==> config.mk <==
export PLATFORM = sky130hd
export DESIGN_NAME = i2c_master_bit_engine
export DESIGN_NICKNAME = d
export VERILOG_FILES = /design/src/hdl/i2cm_pkg.sv /design/src/hdl/i2c_master_bit_engine.sv /design/src/hdl/i2cm_front.sv /design/src/hdl/i2cm_queue.sv /design/src/hdl/i2cm_engine.sv
export SDC_FILE = /design/constraint.sdc
export NUM_CORES = 1
export LEC_CHECK = 0
export BUFFER_PORTS_ARGS = -buffer_cell sky130_fd_sc_hd__buf_2
export CORE_ASPECT_RATIO = 1.4
export CORE_MARGIN = 3
export CORE_UTILIZATION = 50
export DETAILED_ROUTE_END_ITERATION = 8
export HOLD_SLACK_MARGIN = 0.02
export PLACE_DENSITY_LB_ADDON = 0.15
export SYNTH_ARGS = -nofsm -noshare
export SYNTH_HDL_FRONTEND = slang
export SYNTH_SLANG_ARGS = --single-unit
==> constraint.sdc <==
create_clock -name clk -period 5.1 [get_ports clk]
set_clock_uncertainty 0.2 [all_clocks]
set_input_delay 0.255 -clock clk [delete_from_list [all_inputs] [get_ports clk]]
set_output_delay 0.255 -clock clk [all_outputs]
set_load 0.05 [all_outputs]
==> src/hdl/i2cm_pkg.sv <==
// Shared types and constants for the I2C master bit engine.
package i2cm_pkg;

  // Command codes carried by req_type.
  typedef enum logic [2:0] {
    CMD_START  = 3'd0,
    CMD_STOP   = 3'd1,
    CMD_WRITE  = 3'd2,
    CMD_RDACK  = 3'd3,
    CMD_READ   = 3'd4,
    CMD_SNDACK = 3'd5
  } cmd_t;

  localparam int HALF_W = 16;
  localparam logic [HALF_W-1:0] HALF_RESET = 16'd250;

  // Last phase index of each sequence.
  localparam logic [4:0] PH_LAST_BYTE  = 5'd23;
  localparam logic [4:0] PH_LAST_START = 5'd3;
  localparam logic [4:0] PH_LAST_SHORT = 5'd2;

  // Decoupling queue between the front and the engine.
  localparam int QDEPTH = 2;
  localparam int QPTR_W = $clog2(QDEPTH);
  localparam int QCNT_W = $clog2(QDEPTH + 1);

  // One classified tick as it travels through the queue.
  typedef struct packed {
    logic       cmd_ok;      // a legal command is requested on this tick
    cmd_t       cmd;         // decoded command, meaningful when cmd_ok
    logic [7:0] init_shift;  // preloaded transmit shift value
    logic       sda_in;      // SDA level seen on this tick
  } q_entry_t;

endpackage

==> src/hdl/i2c_master_bit_engine.sv <==
// Top level of the I2C master bit engine: front end, queue and line engine.
//
//   Channel   Handshake              Payload
//   input     in_valid / in_stall    cmd_valid, req_type, tx_byte, tx_ack, sda_in
//   output    out_valid / out_stall  scl_out, sda_out, busy_res, done_res,
//                                    rx_byte, ack_received
//   config    cfg_valid / cfg_ready  cfg_data (half_period_ticks)
//
// One request (one bus tick) is taken per cycle while in_stall is low and yields
// exactly one result. A request passes through the two-entry queue and then
// the engine's result register. The engine's state update sets the rate.
// Reset (rst, synchronous) releases both lines, clears busy and sets the half
// period to 250 ticks. A stalled output holds its result; the queue absorbs up
// to two further requests, and in_stall rises only when the queue is full.
module i2c_master_bit_engine
  import i2cm_pkg::*;
(
  input  logic              clk,
  input  logic              rst,
  // Input channel.
  input  logic              in_valid,
  output logic              in_stall,
  input  logic              cmd_valid,
  input  logic [2:0]        req_type,
  input  logic [7:0]        tx_byte,
  input  logic              tx_ack,
  input  logic              sda_in,
  // Output channel.
  output logic              out_valid,
  input  logic              out_stall,
  output logic              scl_out,
  output logic              sda_out,
  output logic              busy_res,
  output logic              done_res,
  output logic [7:0]        rx_byte,
  output logic              ack_received,
  // Configuration write channel.
  input  logic              cfg_valid,
  output logic              cfg_ready,
  input  logic [HALF_W-1:0] cfg_data
);

  q_entry_t front_entry;
  q_entry_t q_head;
  logic     q_full;
  logic     q_not_empty;
  logic     q_pop;
  logic     q_push;

  // Half period always writable; writes must come while idle, not enforced.
  assign cfg_ready = 1'b1;

  // A request enters the queue whenever there is room.
  assign in_stall = q_full;
  assign q_push   = in_valid && !q_full;

  i2cm_front u_front (
    .cmd_valid (cmd_valid),
    .req_type  (req_type),
    .tx_byte   (tx_byte),
    .tx_ack    (tx_ack),
    .sda_in    (sda_in),
    .entry     (front_entry)
  );

  i2cm_queue u_queue (
    .clk       (clk),
    .rst       (rst),
    .push      (q_push),
    .push_data (front_entry),
    .full      (q_full),
    .pop       (q_pop),
    .not_empty (q_not_empty),
    .head      (q_head)
  );

  // The engine consumes one queued tick whenever its result register is
  // empty or being drained this cycle.
  i2cm_engine u_engine (
    .clk          (clk),
    .rst          (rst),
    .cfg_we       (cfg_valid && cfg_ready),
    .cfg_data     (cfg_data),
    .q_not_empty  (q_not_empty),
    .q_head       (q_head),
    .q_pop        (q_pop),
    .out_valid    (out_valid),
    .out_stall    (out_stall),
    .scl_out      (scl_out),
    .sda_out      (sda_out),
    .busy_res     (busy_res),
    .done_res     (done_res),
    .rx_byte      (rx_byte),
    .ack_received (ack_received)
  );

`ifndef SYNTHESIS
  // A finishing tick always leaves the engine idle.
  a_done_not_busy: assert property (@(posedge clk) disable iff (rst)
    out_valid |-> !(done_res && busy_res))
    else $error("done and busy reported together");

  // A sequence cannot finish on two delivered ticks in a row.
  a_done_single: assert property (@(posedge clk) disable iff (rst)
    (out_valid && !out_stall && done_res) |=> !(out_valid && done_res))
    else $error("done reported on consecutive results");

  // Reset empties the result register.
  a_reset_out: assert property (@(posedge clk)
    rst |=> !out_valid)
    else $error("result valid after reset");
`endif

endmodule

==> src/hdl/i2cm_front.sv <==
// Front end: classifies one input tick into a queue entry.
module i2cm_front
  import i2cm_pkg::*;
(
  input  logic       cmd_valid,
  input  logic [2:0] req_type,
  input  logic [7:0] tx_byte,
  input  logic       tx_ack,
  input  logic       sda_in,
  output q_entry_t   entry
);

  always_comb begin
    entry.cmd_ok     = 1'b0;
    entry.cmd        = CMD_START;
    entry.init_shift = 8'h00;
    entry.sda_in     = sda_in;
    case (req_type)
      CMD_START: begin
        entry.cmd_ok = cmd_valid;
        entry.cmd    = CMD_START;
      end
      CMD_STOP: begin
        entry.cmd_ok = cmd_valid;
        entry.cmd    = CMD_STOP;
      end
      CMD_WRITE: begin
        entry.cmd_ok     = cmd_valid;
        entry.cmd        = CMD_WRITE;
        entry.init_shift = tx_byte;
      end
      CMD_RDACK: begin
        entry.cmd_ok = cmd_valid;
        entry.cmd    = CMD_RDACK;
      end
      CMD_READ: begin
        entry.cmd_ok = cmd_valid;
        entry.cmd    = CMD_READ;
      end
      CMD_SNDACK: begin
        // The acknowledge level goes out through the MSB of the shifter.
        entry.cmd_ok     = cmd_valid;
        entry.cmd        = CMD_SNDACK;
        entry.init_shift = {tx_ack, 7'b0};
      end
      default: begin
        entry.cmd_ok = 1'b0;
      end
    endcase
  end

endmodule

==> src/hdl/i2cm_queue.sv <==
// Short FIFO that decouples the front end from the line engine.
module i2cm_queue
  import i2cm_pkg::*;
(
  input  logic     clk,
  input  logic     rst,
  input  logic     push,
  input  q_entry_t push_data,
  output logic     full,
  input  logic     pop,
  output logic     not_empty,
  output q_entry_t head
);

  q_entry_t            slots [QDEPTH];
  logic [QPTR_W-1:0]   wr_ptr;
  logic [QPTR_W-1:0]   rd_ptr;
  logic [QCNT_W-1:0]   count;

  assign full      = (count == QCNT_W'(QDEPTH));
  assign not_empty = (count != '0);
  assign head      = slots[rd_ptr];

  always_ff @(posedge clk) begin
    if (push) begin
      slots[wr_ptr] <= push_data;
    end
  end

  always_ff @(posedge clk) begin
    if (rst) begin
      wr_ptr <= '0;
      rd_ptr <= '0;
      count  <= '0;
    end else begin
      if (push) begin
        wr_ptr <= (wr_ptr == QPTR_W'(QDEPTH - 1)) ? '0 : wr_ptr + 1'b1;
      end
      if (pop) begin
        rd_ptr <= (rd_ptr == QPTR_W'(QDEPTH - 1)) ? '0 : rd_ptr + 1'b1;
      end
      case ({push, pop})
        2'b10:   count <= count + 1'b1;
        2'b01:   count <= count - 1'b1;
        default: count <= count;
      endcase
    end
  end

endmodule

==> src/hdl/i2cm_engine.sv <==
// Line engine: steps the SCL/SDA phase sequences and registers each result.
module i2cm_engine
  import i2cm_pkg::*;
(
  input  logic              clk,
  input  logic              rst,
  input  logic              cfg_we,
  input  logic [HALF_W-1:0] cfg_data,
  input  logic              q_not_empty,
  input  q_entry_t          q_head,
  output logic              q_pop,
  output logic              out_valid,
  input  logic              out_stall,
  output logic              scl_out,
  output logic              sda_out,
  output logic              busy_res,
  output logic              done_res,
  output logic [7:0]        rx_byte,
  output logic              ack_received
);

  logic [HALF_W-1:0] half_period;
  logic              scl_level, scl_level_next;
  logic              sda_level, sda_level_next;
  logic              busy, busy_next;
  cmd_t              cmd, cmd_next;
  logic [4:0]        phase, phase_next;
  logic [1:0]        sub, sub_next;
  logic [HALF_W-1:0] tick, tick_next;
  logic [7:0]        tx_shift, tx_shift_next;
  logic [7:0]        rx_shift, rx_shift_next;
  logic              ack_seen, ack_seen_next;
  logic              done_next;
  logic              apply;
  logic [4:0]        last_phase;

  assign q_pop = q_not_empty && (!out_valid || !out_stall);

  always_comb begin
    case (cmd)
      CMD_WRITE, CMD_READ: last_phase = PH_LAST_BYTE;
      CMD_START:           last_phase = PH_LAST_START;
      default:             last_phase = PH_LAST_SHORT;
    endcase
  end

  always_comb begin
    scl_level_next = scl_level;
    sda_level_next = sda_level;
    busy_next      = busy;
    cmd_next       = cmd;
    phase_next     = phase;
    sub_next       = sub;
    tick_next      = tick;
    tx_shift_next  = tx_shift;
    rx_shift_next  = rx_shift;
    ack_seen_next  = ack_seen;
    done_next      = 1'b0;
    apply          = 1'b0;

    if (!busy) begin
      if (q_head.cmd_ok) begin
        cmd_next = q_head.cmd;
        if (q_head.cmd == CMD_WRITE || q_head.cmd == CMD_SNDACK) begin
          tx_shift_next = q_head.init_shift;
        end
        if (q_head.cmd == CMD_READ) begin
          rx_shift_next = 8'h00;
        end
        phase_next = 5'd0;
        sub_next   = 2'd0;
        busy_next  = 1'b1;
        tick_next  = HALF_W'(1);
        apply      = 1'b1;
      end
    end else if (tick >= half_period) begin
      if (phase >= last_phase) begin
        busy_next = 1'b0;
        done_next = 1'b1;
      end else begin
        phase_next = phase + 5'd1;
        sub_next   = (sub == 2'd2) ? 2'd0 : sub + 2'd1;
        tick_next  = HALF_W'(1);
        apply      = 1'b1;
      end
    end else begin
      tick_next = tick + HALF_W'(1);
    end

    // Line change at the start of the new phase.
    if (apply) begin
      case (cmd_next)
        CMD_START: begin
          case (phase_next)
            5'd0:    scl_level_next = 1'b1;
            5'd1:    sda_level_next = 1'b1;
            5'd2:    sda_level_next = 1'b0;
            default: scl_level_next = 1'b0;
          endcase
        end
        CMD_STOP: begin
          case (phase_next)
            5'd0:    sda_level_next = 1'b0;
            5'd1:    scl_level_next = 1'b1;
            default: sda_level_next = 1'b1;
          endcase
        end
        CMD_WRITE, CMD_SNDACK: begin
          case (sub_next)
            2'd0: sda_level_next = tx_shift_next[7];
            2'd1: scl_level_next = 1'b1;
            default: begin
              scl_level_next = 1'b0;
              tx_shift_next  = {tx_shift_next[6:0], 1'b0};
            end
          endcase
        end
        CMD_RDACK, CMD_READ: begin
          case (sub_next)
            2'd0: sda_level_next = 1'b1;
            2'd1: scl_level_next = 1'b1;
            default: begin
              if (cmd_next == CMD_RDACK) begin
                ack_seen_next = q_head.sda_in;
              end else begin
                rx_shift_next = {rx_shift_next[6:0], q_head.sda_in};
              end
              scl_level_next = 1'b0;
            end
          endcase
        end
        default: begin
          scl_level_next = scl_level;
        end
      endcase
    end
  end

  always_ff @(posedge clk) begin
    if (rst) begin
      half_period <= HALF_RESET;
      scl_level   <= 1'b1;
      sda_level   <= 1'b1;
      busy        <= 1'b0;
      cmd         <= CMD_START;
      phase       <= '0;
      sub         <= '0;
      tick        <= '0;
      tx_shift    <= '0;
      rx_shift    <= '0;
      ack_seen    <= 1'b1;
      out_valid   <= 1'b0;
    end else begin
      if (cfg_we) begin
        half_period <= cfg_data;
      end
      if (q_pop) begin
        scl_level <= scl_level_next;
        sda_level <= sda_level_next;
        busy      <= busy_next;
        cmd       <= cmd_next;
        phase     <= phase_next;
        sub       <= sub_next;
        tick      <= tick_next;
        tx_shift  <= tx_shift_next;
        rx_shift  <= rx_shift_next;
        ack_seen  <= ack_seen_next;
        out_valid <= 1'b1;
      end else if (!out_stall) begin
        out_valid <= 1'b0;
      end
    end
  end

  // Result register; loaded only when a tick is taken from the queue.
  always_ff @(posedge clk) begin
    if (q_pop) begin
      scl_out      <= scl_level_next;
      sda_out      <= sda_level_next;
      busy_res     <= busy_next;
      done_res     <= done_next;
      rx_byte      <= rx_shift_next;
      ack_received <= ack_seen_next;
    end
  end

endmodule

==> flow_summary.ini, run 1 <==
[cells_and_area]
synthToLayoutAreaGrowth_pct = 15.5
layout.nets = 693
stdcell_count = 782
layout-drive-gt1-share_pct = 15.3
antennaDiodeCount = 0

[timing]
setup_tns_ns = 0
max_freq_mhz = 275
slew_viol_final = 0
whs_ns = 0.0397
relSlewSlack_pct = 27.2
worstMarginPinSlew_ns = 1.09
rsz0062_at_grt = false
finalHoldViolations = 0
setup_viol = 0
period_needed_ns = 3.64
fin_crit_sh_pct = 71.4

[drt]
routedWlPerCell_um = 14.6
first_iter_violations = 239
routed_via_density = 5.49
drtAntennaViolNets = 0
wl_mm = 11.4
vias = 4295
drtPass1Iterations = 4
drc = 0

[power]
power.leakage_uw = 0.00266
powerDensity_mw_per_mm2 = 475
power_uw = 3060
vdd_drop_max_uv = 278

[hold_path]
min_path_type = in -> reg
hold_path.startpoint = req_type[1]

[global_route]
grt_usage_pct = 19.3
grt_start_max_net_pins = 50
grt_pass1_wl_mm = 18.8
grt_pass1_vias = 4096
antenna_found_initial = 0
overflow = 0

[cts]
cts_setup_buffers = 0
cts_hold_buf = 25
cts.sinks = 107
cts_tree = built
cts.clk_slew.worst_paths_ns = 0.07
htreeDepth = 3
cts.path.max_buffers = 2
root_buffer = clkbuf_16
numCtsBuffers = 9
cts_resized = 0
clock_latency_ns = 0.35

[floorplan]
dieArea_mm2 = 0.0125
die_h_um = 131
start_util_pct = 51.3
die_x_um = 95.2
ios = 51
coreArea_mm2 = 0.0109
num_rows = 45

[synthesis]
syn_avg_cell_area_um2 = 9.70
syn_inst = 575
synth_edf_count = 39
yosysWarnings = 0
syn_nets = 632
ys_ff_latch = 107
async_reset_ff_share_pct = 0
synthFlopType = dfxtp_1
seq_area_frac_synth_pct = 45.4
synth_area_mm2 = 0.00558
ys_types = 69

[placement]
dp.cells = 741
place_hpwl_mm = 8.14
io_buffers = 49
place.gp.congestion = 0.909

[setup_path]
worstPathArrival_ns = 3.69
cp_max_fo = 24
critPathKind = reg -> reg
rr_startpoint = u_engine.phase[0]$_SDFFE_PP0P_
required_ns = 5.15
crit_path_end_kind = flip-flop
startpoint = u_engine.phase[0]$_SDFFE_PP0P_
start_kind = flip-flop

[run_status]
status = finished, final reports clean

[run]
maxCapViolCount = 0
cell usage after synthesis (all sizes together) (12+ instances only):
cell / instances / area, um2
a211oi: 12 / 130
a21oi: 42 / 218
buf: 12 / 83.8
clkbuf: 17 / 63.8
dfxtp: 68 / 1360
edfxtp: 39 / 1170
ha: 22 / 275
inv: 26 / 97.6
mux2i: 35 / 354
nand2: 48 / 180
nand4: 13 / 87.6
nor2: 74 / 278
o21ai: 18 / 90.1
xor2: 13 / 114
path summary, 6_finish.rpt:
path                                       endpoint  slack, ns  cells after the start
hold / removal       u_queue.slots[1][11]$_DFFE_PP_       0.04                      2
setup reg to reg     u_engine.tick[14]$_SDFFE_PP0P_       1.46                     11
hold reg to reg   u_engine.rx_shift[7]$_SDFFE_PP0P_       0.26                      2
setup / recovery     u_engine.tick[14]$_SDFFE_PP0P_       1.46                     11
critical path, stage by stage (launching register included):
cell and delay (ns):
dfxtp_1 0.48, clkinv_1 0.29, ha_1 0.35, nand2b_1 0.14, a311o_1 0.36, a211oi_1 0.22
a21boi_2 0.18, buf_4 0.27, or2_1 0.21, a21o_1 0.46, o32ai_1 0.18, a21o_1 0.21
power by group:
part | internal (uW) | switching [uW]
combinational | 420 | 755
clock | 371 | 328
sequential | 1070 | 115
total | 1860 | 1200
cell families after synthesis:
family                   synth area share [%]
flip-flops                               45.4
AND/OR/NAND/NOR                          17.9
adder cells (fa/ha/maj)                  4.94
buffers and inverters                    4.53
multiplexers                             8.84
XOR/XNOR                                 2.83
other                                  0.0673
AO/OA/AOI/OAI                            15.5
per-stage QoR:
step	setup slack, ns	cell area [um2]	utilization [%]
6_report	1.46	6440	59.3
5_1_grt	1.17	6440	59.3
4_1_cts	1.42	6440	59.3
3_5_place_dp	1.45	5890	54.2
3_3_place_gp	1.54	5890	54.2
2_1_floorplan	1.75	5580	-
cells in the final DEF, fill, tap and decap left out, drive strengths merged, types with 3 or more instances in the layout:
cell         count
and2             9
a21oi           42
o211ai           8
xor2            13
nor3            11
inv             29
xnor2            5
mux2i           35
clkinv           5
nand2b           6
a32oi            5
mux2            10
and3             5
nand2           48
nand3            9
or3             11
nor2b            5
a311oi           4
a21boi           3
buf             54
dlygate4sd3     25
edfxtp          39
a211oi          12
clkbuf          10
dfxtp           68
o21ai           18
nor2            74
a21o             5
ha              22
nand4           13
final cells by class:
type                    count  area (um2)
fillers                   939        4430
well taps                 141         176
clock buffers              10         250
flip-flops and latches    107        2530
inverters                  28         105
clock inverters             6        53.8
repair buffers             79         533
multi-input cells         411        2790
state kept, by name, summed over array words and instances, names as in the netlist, 2 cells and up, named ones only:
signal                count
u_engine.half_period     16
u_engine.cmd              3
u_engine.sub              2
u_engine.tick            16
u_queue.count             2
u_engine.rx_byte          8
u_engine.rx_shift         8
u_queue.slots            26
u_engine.tx_shift         8
u_engine.phase            5
layer usage:
layer | up-vias | track usage, % | part of all wire (%)
li1 | 2192 | - | -
met5 | - | 0 | 0
met4 | 0 | 7.14 | 2.1
met2 | 79 | 35.9 | 53
met1 | 2004 | 21.1 | 41
met3 | 20 | 4.12 | 3.9
(Power assumes the default switching activity.)
==> inputs of run 2 (changes only) <==
==> constraint.sdc (replaced) <==
create_clock -name clk -period 3.6 [get_ports clk]
set_clock_uncertainty 0.2 [all_clocks]
set_input_delay 0.18 -clock clk [delete_from_list [all_inputs] [get_ports clk]]
set_output_delay 0.18 -clock clk [all_outputs]
set_load 0.05 [all_outputs]
==> run 2 against run 1 <==
  * Routed wire length is 6.3% higher
  * Clock-buffer cell count is 1 lower
  * Critical path type unchanged
  * Critical path depth did not move
  * Clock power up 50%
  * Final cell count increased by 2.0%
  * Hold slack better by 0.039 ns
==> flow_summary.ini, run 2 (synthesis results as in run 1) <==
[drt]
drtPass1Iterations = 4
drtAntennaViolNets = 0
routed_via_density = 5.53
routedWlPerCell_um = 15.2
first_iter_violations = 172
wl_mm = 12.2
vias = 4416
drc = 0

[timing]
relSlewSlack_pct = 27.8
period_needed_ns = 3.37
slew_viol_final = 0
max_freq_mhz = 297
setup_tns_ns = 0
whs_ns = 0.0785
rsz0062_at_grt = false
fin_crit_sh_pct = 93.5
worstMarginPinSlew_ns = 1.08
setup_viol = 0
finalHoldViolations = 0

[cts]
cts_resized = 0
clock_latency_ns = 0.36
cts.path.max_buffers = 2
cts.clk_slew.worst_paths_ns = 0.07
cts_tree = built
cts.sinks = 107
cts_hold_buf = 32
numCtsBuffers = 9
htreeDepth = 3
cts_setup_buffers = 0
root_buffer = clkbuf_16

[placement]
io_buffers = 49
place.gp.congestion = 0.877
place_hpwl_mm = 8.77

[setup_path]
required_ns = 3.50
critPathKind = reg -> reg
cp_cell_sequence = inv_1 -> ha_1 -> nand2b_4 -> a2111o_1 -> a32oi_2 -> a21boi_2 -> buf_12 -> or4_1 -> a32oi_1 -> o311a_1 -> o22ai_1
critPathBufInv = 2
start_kind = flip-flop
cp_slowest_cell = dfxtp_1
path_delay_family = compound AO/OA/AOI/OAI gates
critPathMaxStageDelay_ns = 0.42
crit_path_end_kind = flip-flop
worstPathArrival_ns = 3.27
cp_max_fo = 20

[global_route]
grt_start_max_net_pins = 49
antenna_found_initial = 0
grt_pass1_wl_mm = 19.9
overflow = 0
grt_usage_pct = 20.4
grt_pass1_vias = 4286

[cells_and_area]
top_regs = u_queue.slots (26), u_engine.half_period (16), u_engine.tick (16)
regMostFlops = u_queue.slots
antennaDiodeCount = 0
num-fill-cells = 928
largest_reg_flops = 26
final_common_cell = nor2_1
layout-drive-gt1-share_pct = 16.3
final_cell_mix = nor2_1 (74), dfxtp_1 (68), buf_2 (49)
layout.nets = 709
synthToLayoutAreaGrowth_pct = 18.6

[run]
maxCapViolCount = 0

[power]
powerDensity_mw_per_mm2 = 673
power.leakage_uw = 0.00274
vdd_drop_max_uv = 368

[floorplan]
coreArea_mm2 = 0.0109
ios = 51
dieArea_mm2 = 0.0125
die_x_um = 95.2
num_rows = 45
die_h_um = 131
start_util_pct = 51.3

[run_status]
status = finished, final reports clean

[hold_path]
min_path_type = in -> reg
-- run 2: per-layer routing --
layer | global-route usage (%) | wire length, um | vias to the layer above
met4 | 8.07 | 271 | 0
li1 | - | - | 2230
met3 | 3.04 | 323 | 20
met1 | 23.2 | 5050 | 2095
met5 | 0 | 0 | -
met2 | 37.6 | 6510 | 71
-- run 2: area by class of cell --
cell class              instances  area, um2  area share [%]
clock buffers                   9        225            3.41
repair buffers                 95        683            10.3
flip-flops and latches        107       2530            38.3
inverters                      28        105            1.59
clock inverters                 7       97.6            1.48
well taps                     141        176            2.67
multi-input cells             411       2790            42.2
-- run 2: path summary, 6_finish.rpt --
| check | startpoint | end | slack, ns | depth (start not counted) |
|---|---|---|---|---|
| setup / recovery | u_engine.tick[0]$_SDFFE_PP0P_ | u_engine.scl_out$_DFFE_PP_ | 0.23 | 11 |
| hold / removal | rst | u_engine.sda_level$_SDFFE_PP1P_ | 0.08 | 3 |
| hold reg to reg | u_engine.rx_shift[4]$_SDFFE_PP0P_ | u_engine.rx_shift[4]$_SDFFE_PP0P_ | 0.28 | 2 |
| setup reg to reg | u_engine.tick[0]$_SDFFE_PP0P_ | u_engine.scl_out$_DFFE_PP_ | 0.23 | 11 |
-- run 2: power breakdown --
part / switching (uW) / internal (uW)
logic: 1110 / 624
registers: 151 / 1520
clock network: 483 / 565
total: 1740 / 2710
-- run 2: worst register-to-register path, stage by stage, from the launching register on --
cell,delay [ns]
dfxtp_1,0.42
inv_1,0.09
ha_1,0.30
nand2b_4,0.14
a2111o_1,0.41
a32oi_2,0.27
a21boi_2,0.19
buf_12,0.19
or4_1,0.41
a32oi_1,0.22
o311a_1,0.20
o22ai_1,0.08
-- run 2: stage by stage --
stage               cells  instance area, um2  worst slack [ns]  power [uW]  util (%)
floorplan             575                5580             0.255        3000         -
global placement      750                5970             0.326        3360      54.9
detailed placement    750                5970             0.255        3400      54.9
CTS                   798                6610             0.243        4480      60.8
global route          798                6610            0.0283        4740      60.8
finish                798                6610             0.233        4450      60.8
==> inputs of run 3 (changes only) <==
--- a/config.mk
+++ b/config.mk
@@ -7,7 +7,7 @@
 export LEC_CHECK = 0
 export BUFFER_PORTS_ARGS = -buffer_cell sky130_fd_sc_hd__buf_2
 export CORE_ASPECT_RATIO = 1.4
-export CORE_MARGIN = 3
+export CORE_MARGIN = 2
 export CORE_UTILIZATION = 50
 export DETAILED_ROUTE_END_ITERATION = 8
 export HOLD_SLACK_MARGIN = 0.02
==> run 3 against run 2 <==
  * Maximum frequency decreased by 0.95%
  * Clock power shrank 4%
  * Register-to-register slack worse by 0.03 ns
  * Non-clock buffer count is 2 lower
  * Hold slack lost 0.054 ns
  * Power shrank 0.98%
  * Die area shrank 3.6%
  * Sequential cell count unchanged
  * Combinational power about the same
  * Core utilization decreased by 0.38 points
  * Sequential power about the same
  * Critical endpoint unchanged
==> flow_summary.ini, run 3 (synthesis results as in run 1) <==
[timing]
slew_viol_final = 0
relSlewSlack_pct = 27.0
period_needed_ns = 3.40
max_freq_mhz = 294
finalHoldViolations = 0
fin_crit_sh_pct = 94.4
setup_viol = 0
rsz0062_at_grt = false
setup_slack_ns = 0.200
setup_tns_ns = 0
worstMarginPinSlew_ns = 1.09

[cells_and_area]
fin_util_pct = 60.4
layout-drive-gt1-share_pct = 16.3
antennaDiodeCount = 0
regMostFlops = u_queue.slots
synthToLayoutAreaGrowth_pct = 17.8
layout.nets = 707
final_cell_mix = nor2_1 (74), dfxtp_1 (68), buf_2 (49)
final_common_cell = nor2_1
largest_reg_flops = 26
final_area_mm2 = 0.00657
top_regs = u_queue.slots (26), u_engine.half_period (16), u_engine.tick (16)

[setup_path]
worstPathArrival_ns = 3.30
crit_path_end_kind = flip-flop
required_ns = 3.50
cp_max_fo = 17
start_kind = flip-flop
critPathKind = reg -> reg
critPathMaxStageDelay_ns = 0.42
cp_slowest_cell = or4_1
cp_cell_sequence = inv_1 -> ha_1 -> nand2b_4 -> a2111o_1 -> a32oi_2 -> a21boi_2 -> buf_4 -> or4_1 -> a32oi_1 -> o311a_1 -> o22ai_1

[drt]
drc = 0
drtAntennaViolNets = 0
drtPass1Iterations = 4
vias = 4374
routed_via_density = 5.49
routedWlPerCell_um = 14.8
first_iter_violations = 168
wl_mm = 11.8

[cts]
cts.clk_slew.worst_paths_ns = 0.08
root_buffer = clkbuf_16
cts.path.max_buffers = 2
clock_latency_ns = 0.35
cts.sinks = 107
cts_resized = 0
htreeDepth = 3
cts_tree = built
numCtsBuffers = 9

[global_route]
busiest_layer = met2
grt_pass1_wl_mm = 19.4
antenna_found_initial = 0
grt_util_met1_pct = 23.2
grt.met3_usage_pct = 3.04
grt_usage_pct = 20.2
grt_pass1_vias = 4185
use_met2_pct = 36.7
overflow = 0
grt_start_max_net_pins = 49

[floorplan]
ios = 51
num_rows = 45
die_h_um = 129
coreArea_mm2 = 0.0109
dieArea_mm2 = 0.0120
start_util_pct = 51.3
die_x_um = 93.2

[placement]
place.gp.congestion = 0.852
post-place-ws_ns = 0.248
dpl_cell_area_mm2 = 0.00595
io_buffers = 49
place_hpwl_mm = 8.38

[run]
maxCapViolCount = 0

[power]
vdd_drop_max_uv = 365
power.leakage_uw = 0.00273
powerDensity_mw_per_mm2 = 671

[run_status]
status = finished, final reports clean

[hold_path]
min_path_type = in -> reg
run 3: cell count changes in the layout (fill, tap and decap cells not counted), sizes merged:
cell         change
clkbuf           +2
inv              -2
clkinv           +1
bufinv           -1
dlygate4sd3      -2
run 3: area by class of cell:
type	instances	area [um2]
well taps	141	176
flip-flops and latches	107	2530
fillers	907	4300
clock inverters	5	50.0
clock buffers	11	264
multi-input cells	411	2790
repair buffers	93	651
inverters	28	105
run 3: final timing paths:
kind / from / endpoint / slack, ns / cells after the start
worst min register to register: u_engine.rx_shift[7]$_SDFFE_PP0P_ / u_engine.rx_shift[7]$_SDFFE_PP0P_ / 0.26 / 2
worst max-delay path: u_engine.tick[0]$_SDFFE_PP0P_ / u_engine.scl_out$_DFFE_PP_ / 0.20 / 11
worst min-delay path: in_valid / u_queue.wr_ptr$_SDFFE_PP0P_ / 0.02 / 4
worst max register to register: u_engine.tick[0]$_SDFFE_PP0P_ / u_engine.scl_out$_DFFE_PP_ / 0.20 / 11
run 3: worst max-delay path, delay by kind of cell (launching register included):
| family | cells | cell delay, ns |
|---|---|---|
| fa+ha+maj | 1 | 0.29 |
| buf+inv | 2 | 0.32 |
| flops | 1 | 0.41 |
| compound gates | 6 | 1.37 |
| simple gates | 2 | 0.55 |
run 3: stage by stage:
stage	total power [uW]	instances	hold WS, ns
after global routing	4680	796	0.0391
after floorplan	3000	575	0.0789
after global placement	3360	750	0.170
final	4410	796	0.0245
after CTS	4430	796	0.0216
after detailed placement	3400	750	0.171
run 3: repair_timing:
item,CTS,global route
hold buffers,30,0
endpoints found under the hold margin,43,0
buffers inserted,0,0
run 3: power breakdown:
| part | total (uW) | internal [uW] | switching, uW |
|---|---|---|---|
| clock network | 1010 | 545 | 462 |
| logic | 1750 | 614 | 1140 |
| registers | 1650 | 1520 | 130 |
run 3: per-layer routing:
metal / up-vias / share of wire [%] / wire length (um)
li1: 2227 / - / -
met3: 19 / 2.7 / 318
met5: - / 0 / 0
met2: 76 / 53 / 6300
met1: 2052 / 42 / 4920
met4: 0 / 2.1 / 244
